$ cat config.mk
export PLATFORM = sky130hd
export DESIGN_NAME = multi_mode_byte_checksum
export DESIGN_NICKNAME = d
export VERILOG_FILES = /design/src/sv/mmbc_pkg.sv /design/src/sv/multi_mode_byte_checksum.sv
export VERILOG_INCLUDE_DIRS = /design/src /design/src/sv
export SDC_FILE = /design/constraint.sdc
export NUM_CORES = 1
export LEC_CHECK = 0
export BUFFER_PORTS_ARGS = -buffer_cell sky130_fd_sc_hd__buf_2
export CORE_UTILIZATION = 56
export CTS_CLUSTER_DIAMETER = 100
export CTS_CLUSTER_SIZE = 20
export DETAILED_ROUTE_END_ITERATION = 12
export GPL_TIMING_DRIVEN = 0
export PLACE_DENSITY = 0.81
export REMOVE_ABC_BUFFERS = 1
export SKIP_LAST_GASP = 1
export SLEW_MARGIN = 20
export SYNTH_ARGS = -nofsm -noshare
export SYNTH_HDL_FRONTEND = slang
export SYNTH_SLANG_ARGS = --single-unit
$ cat constraint.sdc
create_clock -name clock -period 12.22 [get_ports clock]
set_clock_uncertainty 0.2 [all_clocks]
set_input_delay 1.833 -clock clock [delete_from_list [all_inputs] [get_ports clock]]
set_output_delay 1.833 -clock clock [all_outputs]
set_load 0.005 [all_outputs]
$ cat src/sv/multi_mode_byte_checksum_assert.svh
// Assertion macros for the byte checksum block.
`ifndef MULTI_MODE_BYTE_CHECKSUM_ASSERT_SVH
`define MULTI_MODE_BYTE_CHECKSUM_ASSERT_SVH

`ifndef NO_ASSERTIONS

`define MMBC_ASSERT_SAME(name, clk, rst, ante, cons) \
   name: assert property (@(posedge clk) disable iff (rst) (ante) |-> (cons)) \
      else $error("assertion failed");

`define MMBC_ASSERT_NEXT(name, clk, rst, ante, cons) \
   name: assert property (@(posedge clk) disable iff (rst) (ante) |=> (cons)) \
      else $error("assertion failed");

`else

`define MMBC_ASSERT_SAME(name, clk, rst, ante, cons)

`define MMBC_ASSERT_NEXT(name, clk, rst, ante, cons)

`endif

`endif

$ cat src/sv/mmbc_pkg.sv
package mmbc_pkg;

   localparam int COUNT_BITS_DEFAULT = 48;
   localparam int OUT_COUNT_BITS     = 48;
   localparam int CHECKSUM_BITS      = 32;
   localparam int SUM16_BITS         = 16;

   localparam logic [31:0] CRC_POLY  = 32'hEDB8_8320;
   localparam logic [7:0]  TRAIL_XOR_A = 8'hCC;
   localparam logic [7:0]  TRAIL_XOR_B = 8'h55;

   // 512-byte and 1024-byte blocks
   localparam int SYSV_BLOCK_SHIFT = 9;
   localparam int ROT_BLOCK_SHIFT  = 10;

   typedef enum logic [1:0] {
      MODE_CRC  = 2'd0,
      MODE_SYSV = 2'd1,
      MODE_ROT  = 2'd2
   } sum_mode_type;

   function automatic logic [31:0] crc_entry(input logic [7:0] idx);
      logic [31:0] c;
      c = {24'd0, idx};
      for (int i = 0; i < 8; i++) begin
         c = c[0] ? ((c >> 1) ^ CRC_POLY) : (c >> 1);
      end
      return c;
   endfunction

   function automatic logic [31:0] crc_step(input logic [31:0] crc, input logic [7:0] b);
      return (crc >> 8) ^ crc_entry(crc[7:0] ^ b);
   endfunction

endpackage

$ cat src/sv/multi_mode_byte_checksum.sv
// A tlast beat passes end-of-file capture and the trailer stage before rsp_tvalid shows it.
// Throughput: one beat per cycle (the per-byte CRC table step sets it) unless a tlast beat
// waits for room in end-of-file capture. The result path has two internal stages plus the
// output register, so results stream without stalling the input unless all three are full.
// Reset (synchronous): clears accumulator, byte count, pipeline valids; mode returns to MODE_CRC.
`include "multi_mode_byte_checksum_assert.svh"

module multi_mode_byte_checksum #(
   parameter int COUNT_BITS = mmbc_pkg::COUNT_BITS_DEFAULT
) (
   input  logic         clock,
   input  logic         reset,

   input  logic         req_tvalid,
   output logic         req_tready,
   input  logic [7:0]   req_tdata,   // [7:0] data_byte
   input  logic         req_tuser,   // byte_present
   input  logic         req_tlast,   // end_of_file

   output logic         rsp_tvalid,
   input  logic         rsp_tready,
   output logic [127:0] rsp_tdata,   // [31:0] checksum, [79:32] total_bytes,
                                     // [127:80] block_total

   input  logic         csr_wr_en,
   input  logic [1:0]   csr_wr_data  // sum_mode
);

   localparam int OB = mmbc_pkg::OUT_COUNT_BITS;

   // configuration
   mmbc_pkg::sum_mode_type mode_ff;

   always_ff @(posedge clock) begin
      if (reset) begin
         mode_ff <= mmbc_pkg::MODE_CRC;
      end else if (csr_wr_en) begin
         mode_ff <= mmbc_pkg::sum_mode_type'(csr_wr_data);
      end
   end

   // handshake chain
   logic a_valid_ff, b_valid_ff, c_valid_ff, rsp_valid_ff;
   logic a_last_ff, a_present_ff;
   logic [7:0] a_byte_ff;
   logic rsp_free, c_free, b_free, c_adv, b_adv, a_adv;

   assign rsp_free   = !rsp_valid_ff || rsp_tready;
   assign c_adv      = c_valid_ff && rsp_free;
   assign c_free     = !c_valid_ff || rsp_free;
   assign b_adv      = b_valid_ff && c_free;
   assign b_free     = !b_valid_ff || c_free;
   assign a_adv      = a_valid_ff && (!a_last_ff || b_free);
   assign req_tready = !a_valid_ff || a_adv;

   // input stage
   always_ff @(posedge clock) begin
      if (reset) begin
         a_valid_ff <= 1'b0;
      end else if (req_tready) begin
         a_valid_ff <= req_tvalid;
      end
   end

   always_ff @(posedge clock) begin
      if (req_tready && req_tvalid) begin
         a_byte_ff    <= req_tdata;
         a_present_ff <= req_tuser;
         a_last_ff    <= req_tlast;
      end
   end

   // running state
   logic [31:0]           acc_ff, acc_upd, acc_in;
   logic [COUNT_BITS-1:0] cnt_ff, cnt_upd, cnt_in;
   logic [15:0]           rot_sum;

   assign rot_sum = acc_ff[16:1] + {8'd0, a_byte_ff} + {acc_ff[0], 15'd0};

   always_comb begin
      acc_upd = acc_ff;
      cnt_upd = cnt_ff;
      if (a_present_ff) begin
         cnt_upd = cnt_ff + COUNT_BITS'(1);
         unique case (mode_ff)
            mmbc_pkg::MODE_CRC:  acc_upd = mmbc_pkg::crc_step(acc_ff, a_byte_ff);
            mmbc_pkg::MODE_SYSV: acc_upd = acc_ff + {24'd0, a_byte_ff};
            mmbc_pkg::MODE_ROT:  acc_upd = {16'd0, rot_sum};
            default:             acc_upd = acc_ff;
         endcase
      end
   end

   always_comb begin
      acc_in = acc_ff;
      cnt_in = cnt_ff;
      if (a_adv) begin
         if (a_last_ff) begin
            acc_in = '0;
            cnt_in = '0;
         end else begin
            acc_in = acc_upd;
            cnt_in = cnt_upd;
         end
      end
   end

   always_ff @(posedge clock) begin
      if (reset) begin
         acc_ff <= '0;
         cnt_ff <= '0;
      end else begin
         acc_ff <= acc_in;
         cnt_ff <= cnt_in;
      end
   end

   // end-of-file capture
   logic [31:0]            b_acc_ff;
   logic [COUNT_BITS-1:0]  b_cnt_ff;
   mmbc_pkg::sum_mode_type b_mode_ff;

   always_ff @(posedge clock) begin
      if (reset) begin
         b_valid_ff <= 1'b0;
      end else if (b_free) begin
         b_valid_ff <= a_adv && a_last_ff;
      end
   end

   always_ff @(posedge clock) begin
      if (b_free && a_adv && a_last_ff) begin
         b_acc_ff  <= acc_upd;
         b_cnt_ff  <= cnt_upd;
         b_mode_ff <= mode_ff;
      end
   end

   // first half of trailer, fold, block rounding
   logic [31:0]            c_check_in, c_check_ff, crc_half;
   logic [15:0]            c_nlo_ff;
   logic [OB-1:0]          c_total_in, c_total_ff, c_blocks_in, c_blocks_ff;
   mmbc_pkg::sum_mode_type c_mode_ff;
   logic [COUNT_BITS-1:0]  blk_sysv, blk_rot;
   logic [63:0]            cnt_ext, blk_sysv_ext, blk_rot_ext;
   logic [15:0]            sysv_fold;

   assign crc_half = mmbc_pkg::crc_step(
                        mmbc_pkg::crc_step(b_acc_ff, b_cnt_ff[31:24] ^ mmbc_pkg::TRAIL_XOR_A),
                        b_cnt_ff[23:16] ^ mmbc_pkg::TRAIL_XOR_B);
   assign sysv_fold = b_acc_ff[31:16] + b_acc_ff[15:0];

   assign blk_sysv = (b_cnt_ff >> mmbc_pkg::SYSV_BLOCK_SHIFT)
                   + COUNT_BITS'(|b_cnt_ff[mmbc_pkg::SYSV_BLOCK_SHIFT-1:0]);
   assign blk_rot  = (b_cnt_ff >> mmbc_pkg::ROT_BLOCK_SHIFT)
                   + COUNT_BITS'(|b_cnt_ff[mmbc_pkg::ROT_BLOCK_SHIFT-1:0]);
   assign cnt_ext      = 64'(b_cnt_ff);
   assign blk_sysv_ext = 64'(blk_sysv);
   assign blk_rot_ext  = 64'(blk_rot);
   assign c_total_in   = cnt_ext[OB-1:0];

   always_comb begin
      unique case (b_mode_ff)
         mmbc_pkg::MODE_CRC: begin
            c_check_in  = crc_half;
            c_blocks_in = '0;
         end
         mmbc_pkg::MODE_SYSV: begin
            c_check_in  = {16'd0, sysv_fold};
            c_blocks_in = blk_sysv_ext[OB-1:0];
         end
         mmbc_pkg::MODE_ROT: begin
            c_check_in  = {16'd0, b_acc_ff[15:0]};
            c_blocks_in = blk_rot_ext[OB-1:0];
         end
         default: begin
            c_check_in  = '0;
            c_blocks_in = '0;
         end
      endcase
   end

   always_ff @(posedge clock) begin
      if (reset) begin
         c_valid_ff <= 1'b0;
      end else if (c_free) begin
         c_valid_ff <= b_adv;
      end
   end

   always_ff @(posedge clock) begin
      if (b_adv) begin
         c_check_ff  <= c_check_in;
         c_nlo_ff    <= b_cnt_ff[15:0];
         c_total_ff  <= c_total_in;
         c_blocks_ff <= c_blocks_in;
         c_mode_ff   <= b_mode_ff;
      end
   end

   // second half of trailer, output register
   logic [31:0]   rsp_check_in, rsp_check_ff;
   logic [OB-1:0] rsp_total_ff, rsp_blocks_ff;

   assign rsp_check_in = (c_mode_ff == mmbc_pkg::MODE_CRC) ?
      mmbc_pkg::crc_step(
         mmbc_pkg::crc_step(c_check_ff, c_nlo_ff[15:8] ^ mmbc_pkg::TRAIL_XOR_A),
         c_nlo_ff[7:0] ^ mmbc_pkg::TRAIL_XOR_B) : c_check_ff;

   always_ff @(posedge clock) begin
      if (reset) begin
         rsp_valid_ff <= 1'b0;
      end else if (rsp_free) begin
         rsp_valid_ff <= c_adv;
      end
   end

   always_ff @(posedge clock) begin
      if (c_adv) begin
         rsp_check_ff  <= rsp_check_in;
         rsp_total_ff  <= c_total_ff;
         rsp_blocks_ff <= c_blocks_ff;
      end
   end

   assign rsp_tvalid = rsp_valid_ff;
   assign rsp_tdata  = {rsp_blocks_ff, rsp_total_ff, rsp_check_ff};

   `MMBC_ASSERT_NEXT(a_eof_reaches_capture, clock, reset, a_adv && a_last_ff, b_valid_ff)
   `MMBC_ASSERT_NEXT(a_eof_clears_state, clock, reset, a_adv && a_last_ff,
                     acc_ff == '0 && cnt_ff == '0)
   `MMBC_ASSERT_NEXT(b_hold_on_stall, clock, reset, b_valid_ff && !c_free,
                     b_valid_ff && $stable(b_cnt_ff) && $stable(b_acc_ff))
   `MMBC_ASSERT_SAME(eof_waits_for_room, clock, reset, a_valid_ff && a_last_ff && !b_free,
                     !req_tready)

endmodule
==> impl.org, run 1 <==
** Synth
- After synthesis, the largest area contributor takes up 42.6% of total cell area.
- The cell area that synthesis handed to floorplanning was 0.0235 mm².
- A synthesized cell averages roughly 11 µm².
- Number of synthesized flops with an enable pin :: 334
- Async S/R FF share, synth :: 0%
- The number of different library cells used by synthesis comes to 79.
- Number of instances in the synthesized netlist :: 2146
- During synthesis, Yosys emitted a total of 0 warnings.
- Sequential fraction of the synthesis area :: 50.0%
- Cell types with the largest area share after synthesis :: edfxtp_1 (43%), xnor2_1 (12%), dfxtp_1 (7.3%)
- Cell type with the highest aggregate area in the netlist :: edfxtp_1
- Most common flop cell mapped by yosys :: edfxtp_1
- The synthesized design contains 420 register bits.

** STA
- Final worst path period need :: 5.15 ns
- Headroom to the max-slew limit came out at 26.7%.
- Setup repair after global routing left no endpoint under its margin.
- Number of endpoints failing setup at the final stage :: 0
- For this run, the top clock speed supported by timing is 0.194 GHz.
- After routing, the total negative slack on setup checks comes to 0 ns.
- Number of hold-slack violations in the final timing report :: 0
- Worst Hold Margin :: approximately 0.22 ns
- Tightest Pin Transition :: 1.10 ns
- The worst path uses 42.2% of the clock period.
- The count of final max-slew check failures was 0.

** Finish
- After the last flow step, the layout net total stands at 2269.
- The layout has 3232 filler cells.
- Fin util :: 62.3%
- Summing all multi-input logic gate instances after layout gives 0.0112 mm².
- Relative to the synthesized area, the layout overhead comes to 8.83%.
- Sequential cell area :: 0.0118 mm²
- Antenna diode instance count :: 0
- Post-route standard cell area excluding fillers :: 0.0256 mm²
- Layout cell share with drive strength beyond 1 :: 11.5%

** Floorplan
- I/O pin cnt :: 147
- The die is 207 µm wide.
- The die covers 0.0428 mm².
- The floorplan has 74 rows.
- From bottom edge to top edge, the die measures between 200 and 250 µm.
- The total area inside the core boundary comes to 0.0411 mm².
- Initial standard-cell utilization of the core :: between 50% and 60%

** GRT
- Vias in the first global route :: 15883
- Largest net degree at the start of global routing :: 63
- The number of antenna violations at the first check in global routing is 0.
- Global routing consumed, over all layers together, 27.6% of the routing resources.
- Overflow left after global routing :: 0
- Wire length of the first global-routing pass :: between 90000 and 100000 µm

** Drt
- Post-detailed-route wirelength per cell :: approximately 22 µm
- Number of nets with antenna violations after detailed routing :: 0
- The final route contains 16740 vias.
- Initial drt markers :: 1636
- Summed over all layers, the routed wires come to roughly 60000 µm.
- For this run, the detailed router's first-pass iteration total came to 12.
- After detailed routing, the number of remaining DRC violations is 13.
- Using the TritonRoute via totals, the vias-per-cell ratio works out to approximately 6.1.

** Clocking
- The number of gates resized after CTS was 0.
- Clock transition time at the flip-flop clock pins of the worst setup and hold paths :: 0.08 ns
- For the worst-skew pair, the clock arrives at the later sink with an insertion delay of 0.59 ns.
- Clock tree from TritonCTS :: yes
- # Post-CTS Setup Buffers :: 0
- The longest clock path from root to sink contains 3 buffers.
- Clock Tree Root :: clkbuf_16
- In this run the number of H-tree levels came out at 1.
- The clock net in this run drives a total of 420 sinks.
- Buffers inserted to repair hold after CTS numbered 0.
- Cts bufs inserted :: 25

** Setup path
- The endpoint identified for the worst register-to-register timing path is cnt_ff[45].
- Max Fanout on Critical Path :: 5
- Path type of the worst setup path :: input pin to primary output
- Reg2Reg Setup Slack :: 7.84 ns
- Worst-case reg-to-reg path depth :: 8
- For the worst setup path, the data required time is 10.19 ns.
- At the worst endpoint, the arrival time is 3.12 ns.
- R2r startpoint :: a_present_ff
- Worst Setup Start Kind :: input pin
- Critical Path Sink Type :: primary output

** Worst hold path
- Tightest Hold Check Type :: register to register
- The startpoint identified for the worst hold timing path is c_total_ff[36].
- Counting instances, the worst hold path has a depth of 0.
- Hold Path Sink :: rsp_total_ff[36]

** Power and ir drop
- P per Cell Area :: 137 mW/mm²
- After layout, the design draws a total of 3500 µW.
- For this design the static power due to leakage is 0.00884 µW.
- Worst vdd ir :: 101 µV

** Job
- Number of maximum-capacitance constraint violations :: 0

** Run status
- Violated checks :: design-rule violations
- The flow ran to the end, but the final reports show violations.

** Placed design
- Dpl cell area :: ~0.025 mm²
- HPWL Detailed :: 43600 µm
- Number of input and output port buffers inserted :: 138
- Routability-driven placement finished with a final weighted congestion of 0.946.
[critical path, stage by stage]
cell and delay [ns]:
buf_2 0.10, nor2b_1 0.46, and3_1 0.40, nand3_1 0.14
buf_2 0.19
[how the worst max path moves through the flow]
| stage | start | slack, ns | end |
|---|---|---|---|
| after CTS | rsp_tready | 7.08 | req_tready |
| after detailed placement | rsp_tready | 7.09 | req_tready |
| after floorplan | rsp_tready | 0.50 | c_blocks_ff[0] |
| final | rsp_tready | 7.07 | req_tready |
| after global routing | rsp_tready | 6.99 | req_tready |
| after global placement | rsp_tready | -2.45 | c_check_ff[11] |
[sequential cells by signal, indices dropped and copies added, names as in the netlist]
register       count
mode_ff            2
rsp_total_ff      48
a_present_ff       1
b_valid_ff         1
a_valid_ff         1
c_total_ff        33
rsp_tvalid         1
c_mode_ff          2
c_valid_ff         1
a_last_ff          1
c_nlo_ff          15
c_blocks_ff       40
c_check_ff        32
b_cnt_ff          48
cnt_ff            48
rsp_check_ff      32
acc_ff            32
b_acc_ff          32
a_byte_ff          8
b_mode_ff          2
rsp_blocks_ff     40
[per-stage QoR]
stage | setup slack (ns) | cells
after floorplan | 0.499 | 2025
after global placement | -2.45 | 2695
after detailed placement | 7.09 | 2714
after CTS | 7.08 | 2760
after global routing | 6.99 | 2760
final | 7.07 | 2760
[where the power goes]
group          internal, µW  leakage [µW]  switching, µW
registers              1600       0.00376           54.9
clock network           394      0.000351            467
logic                   461       0.00473            525
total                  2450       0.00884           1050
[layout by cell type, fill, tap and decap left out, types with 17 or more instances in the layout]
master and count:
nor3_1 32, xnor2_1 315, ha_1 38, edfxtp_1 334, xnor2_2 22, buf_2 137
clkbuf_16 25, xor2_1 126, nand4_1 31, nand3_1 47, and3_1 28, nor2_1 154
a21oi_1 82, nor4_1 18, nand2_1 174, a22oi_1 56, or3_1 17, inv_1 35
o21ai_0 110, dfxtp_1 84, clkbuf_1 18, nor2b_1 41
[final cells by class]
cell class,count,share of cell area [%]
Clock buffer,43,2.71
Clock inverter,3,0.166
Inverter,35,0.513
Multi-Input combinational cell,1570,43.8
Sequential cell,420,45.9
Tap cell,532,2.60
Timing Repair Buffer,157,4.32
[cell families (layout without fill, tap and decap cells)]
kind of cell	Yosys count	in the layout	synth area share (%)
XOR/XNOR	489	489	20.5
AND/OR/NAND/NOR	616	616	12.6
adder cells (fa/ha/maj)	43	43	2.38
AO/OA/AOI/OAI	402	402	11.2
flip-flops	420	420	50.0
buffers and inverters	163	238	2.80
multiplexers	12	12	0.543
other	1	8	0.0159
[synthesized netlist by cell type (all sizes together), types with 7 or more instances]
cell type  number
nand3b         11
edfxtp        334
nand2         175
o21ai         113
a21oi          82
a22o           13
buf            21
a31oi          12
and3           28
or2             9
and2           16
nor2b          42
clkbuf        107
nor2          159
nand4          31
xnor2         345
xor2          134
nand2b         15
ha             40
dfxtp          86
a222oi         12
a22oi          56
nand3          47
o22ai          14
inv            35
and4            9
o31ai           7
o21a            9
xnor3           9
or3            17
nor3           33
a21o           16
nor4           20
[layer usage]
metal  track usage [%]  routed length (µm)  vias to the layer above
li1                  -                   -                     7772
met1              37.3               25200                     8079
met2              46.4               28200                      775
met3              3.01                4250                      114
met4              8.65                1850                        0
met5                 0                   0                        -
No activity file was read; power rests on OpenSTA's default activity.
==> run 2: changes to the inputs <==
--- a/config.mk
+++ b/config.mk
@@ -7,12 +7,12 @@
 export NUM_CORES = 1
 export LEC_CHECK = 0
 export BUFFER_PORTS_ARGS = -buffer_cell sky130_fd_sc_hd__buf_2
-export CORE_UTILIZATION = 56
+export CORE_UTILIZATION = 62
 export CTS_CLUSTER_DIAMETER = 100
 export CTS_CLUSTER_SIZE = 20
 export DETAILED_ROUTE_END_ITERATION = 12
 export GPL_TIMING_DRIVEN = 0
-export PLACE_DENSITY = 0.81
+export PLACE_DENSITY = 0.85
 export REMOVE_ABC_BUFFERS = 1
 export SKIP_LAST_GASP = 1
 export SLEW_MARGIN = 20
==> constraint.sdc (replaced) <==
create_clock -name clock -period 4.8 [get_ports clock]
set_clock_uncertainty 0.2 [all_clocks]
set_input_delay 0.72 -clock clock [delete_from_list [all_inputs] [get_ports clock]]
set_output_delay 0.72 -clock clock [all_outputs]
set_load 0.005 [all_outputs]
==> impl.org, run 2 (same netlist as run 1, synthesis figures left out) <==
** Floorplan
- The die span in y was 197 µm (-4.9%).
- The die footprint came to 0.0387 mm² (-9.6%).
- The number of core rows was 70 (-5.4%).
- The count of boundary I/O pins came to 147 (unchanged).
- Core Footprint :: 0.0370 mm² (-10%)
- The die width is 197 µm (-4.9%).
- Initial standard-cell utilization of the core :: 63.6% (+6.4 points)

** Placed design
- The cell count after placement came to 2686 (-1.0%).
- Dpl cell area :: 0.0248 mm² (about the same)
- Final weighted congestion in routability-driven placement :: 0.958 (+1.2%)
- HPWL Detailed :: 44400 µm (+1.7%)
- Number of input and output port buffers inserted :: 138 (unchanged)
- Worst setup slack after placement :: 0.503 ns (-6.58 ns)

** Setup path
- Worst-case reg-to-reg path depth :: 7 (-1)
- Critical register-to-register path endpoint :: cnt_ff[44]
- The required time of the critical path is 5.07 ns (-5.12 ns).
- The worst-case register-to-register setup slack was 0.64 ns (-7.20 ns).
- R2r startpoint :: a_present_ff
- The data arrival time of the critical path is 4.43 ns (+1.31 ns).
- Max Fanout on Critical Path :: 27 (+22)
- In this run the worst setup path begins at a_present_ff.
- Critical Path Sink Type :: register
- STA classifies the critical path startpoint as a register.
- The critical path is of the register to register type.
- End point of the critical path :: cnt_ff[44]

** Clocking
- Hold-fix buffer count after cts :: 0 (unchanged)
- # Post-CTS Setup Buffers :: 0 (unchanged)
- The register clock-pin slew on the reported worst setup and hold paths is 0.08 ns (about the same).
- The count of clock tree sinks was 420 (unchanged).
- The post-CTS resize count is 0 (unchanged).
- In this run the clock root is driven by a clkbuf_16.
- Latest clock arrival within the worst-skew pair :: 0.57 ns (-0.02 ns)
- Cts bufs inserted :: 25 (unchanged)
- The H-tree depth was 1 (unchanged).
- The maximum clock path buffer count was 3 (unchanged).
- TritonCTS built the clock tree.

** Drt
- The iteration-0 DRC count of the detailed router came to 1727 (+5.6%).
- Top Metal Used :: met4
- The average via count per standard cell was 6.15 (+1.4%).
- The number of detailed-routing iterations run before antenna repair was 7 (-5).
- DRC violation count after routing :: 0 (-13)
- The residual antenna-violating net count after detailed routing came to 0 (unchanged).
- The average routed wire per standard cell came to 21.9 µm (+1.8%).
- The routed metal-1 wirelength was 24100 µm (-4.1%).
- The via count was 16799 (+0.35%).
- The routed wire length is 59900 µm (+0.77%).
- The wire length on met3 was 4850 µm (+14%).
- Metal2 WL :: 28800 µm (+2.4%)

** GRT
- Antenna violations before repair :: 0 (unchanged)
- The global-route wire length before repair is 92200 µm (+1.6%).
- The via count of the first global-routing pass is 16089 (+1.3%).
- Overflow left after global routing :: 0 (unchanged)
- The all-layer global routing usage was 30.9% (+3.4 points).
- The maximum number of pins on one net before global-route repair was 63 (unchanged).

** Finish
- The number of standard cells in the layout, taps in and fillers out was 2732 (-1.0%).
- The post-synthesis to final-layout area growth was 8.76% (about the same).
- Biggest regs :: b_cnt_ff x48, cnt_ff x48, rsp_total_ff x48
- The final instance area came to 0.0256 mm² (about the same).
- Most common cell after layout, fill and taps aside :: edfxtp_1
- Leaving out fill and tap cells, the most frequent cells in the layout are edfxtp_1 (334), xnor2_1 (315), nand2_1 (174).
- The number of antenna repair diodes came to 0 (unchanged).
- The share of the core filled with cells in the final layout came to 69.2% (+6.9 points).
- Layout cell share with drive strength beyond 1 :: 11.6% (+0.13 points)
- The number of nets at the end of the flow was 2270 (+0.044%).

** STA
- The smallest clock period supported by the final layout is computed as 4.16 ns.
- The number of hold violations in the final report was 0 (unchanged).
- Relative max-transition margin :: 26.3% (-0.36 points)
- Final setup slack of the worst path :: 0.637 ns (-6.43 ns)
- Tightest Pin Transition :: 1.11 ns (+0.00534 ns)
- The count of final max-slew check failures is 0 (unchanged).
- The final critical path takes up 86.7% of the cycle.
- Achievable frequency :: 0.240 GHz
- The number of setup violations in the final report was 0 (unchanged).
- Setup repair after global routing left no endpoint under its margin.

** Power and ir drop
- The post-route total power came to 8850 µW (+150%).
- P per Cell Area :: 346 mW/mm² (+150%)
- The worst voltage drop across the vdd grid came to 282 µV (+180%).
- The total leakage power was 0.00884 µW (about the same).

** Worst hold path
- The cell count of the worst hold path came to 1 (+1).
- Tightest Hold Check Type :: input pin to register

** Run status
- The flow ran to the end, and the final reports show no timing, DRC or antenna violations.

** Job
- Number of maximum-capacitance constraint violations :: 0 (unchanged)
==> run 2: changes by cell type in the layout (fill, tap and decap cells not counted), sizes merged <==
cell	change
clkbuf	-1
inv	-1
clkinv	+2
==> run 2: power by group <==
| group | internal, µW | switching, µW | total, µW |
|---|---|---|---|
| logic | 1170 | 1340 | 2510 |
| clock network | 991 | 1150 | 2140 |
| registers | 4060 | 138 | 4200 |
| total | 6230 | 2630 | 8850 |
==> run 2: how the worst min path moves through the flow <==
stage / from / end
floorplan: c_blocks_ff[0] / rsp_blocks_ff[0]
CTS: req_tdata[4] / a_byte_ff[4]
finish: req_tuser / a_present_ff
global route: req_tdata[4] / a_byte_ff[4]
global placement: c_blocks_ff[32] / rsp_blocks_ff[32]
detailed placement: c_blocks_ff[26] / rsp_blocks_ff[26]
==> run 2: metrics by stage <==
| stage | hold WS, ns | setup TNS (ns) |
|---|---|---|
| global route | 0.108 | 0 |
| global placement | 0.203 | -1819.79 |
| floorplan | 0.200 | -993.90 |
| finish | 0.122 | 0 |
| CTS | 0.0985 | 0 |
| detailed placement | 0.205 | 0 |
==> run 2: layer usage <==
layer | global-route usage [%] | vias to the layer above
met1 | 41.7 | 8028
li1 | - | 7772
met3 | 3.17 | 111
met5 | 0 | -
met4 | 10.3 | 0
met2 | 52.5 | 888
==> run 2: layout make-up <==
cell class | count | area, µm²
sequential | 420 | 11800
tap | 504 | 631
multi-input combinational | 1570 | 11200
clock inverter | 4 | 36.3
inverter | 35 | 131
fill | 2721 | 11400
clock buffer | 41 | 686
timing repair buffer | 158 | 1130
==> run 2: critical path, cell delays in order, from the launching register on <==
cell      delay [ns]
edfxtp_1        1.08
nand4_1         0.38
nor3_2          0.73
nand4_1         0.28
nor4_1          0.73
nand3_1         0.24
xnor2_1         0.20
a22o_1          0.21
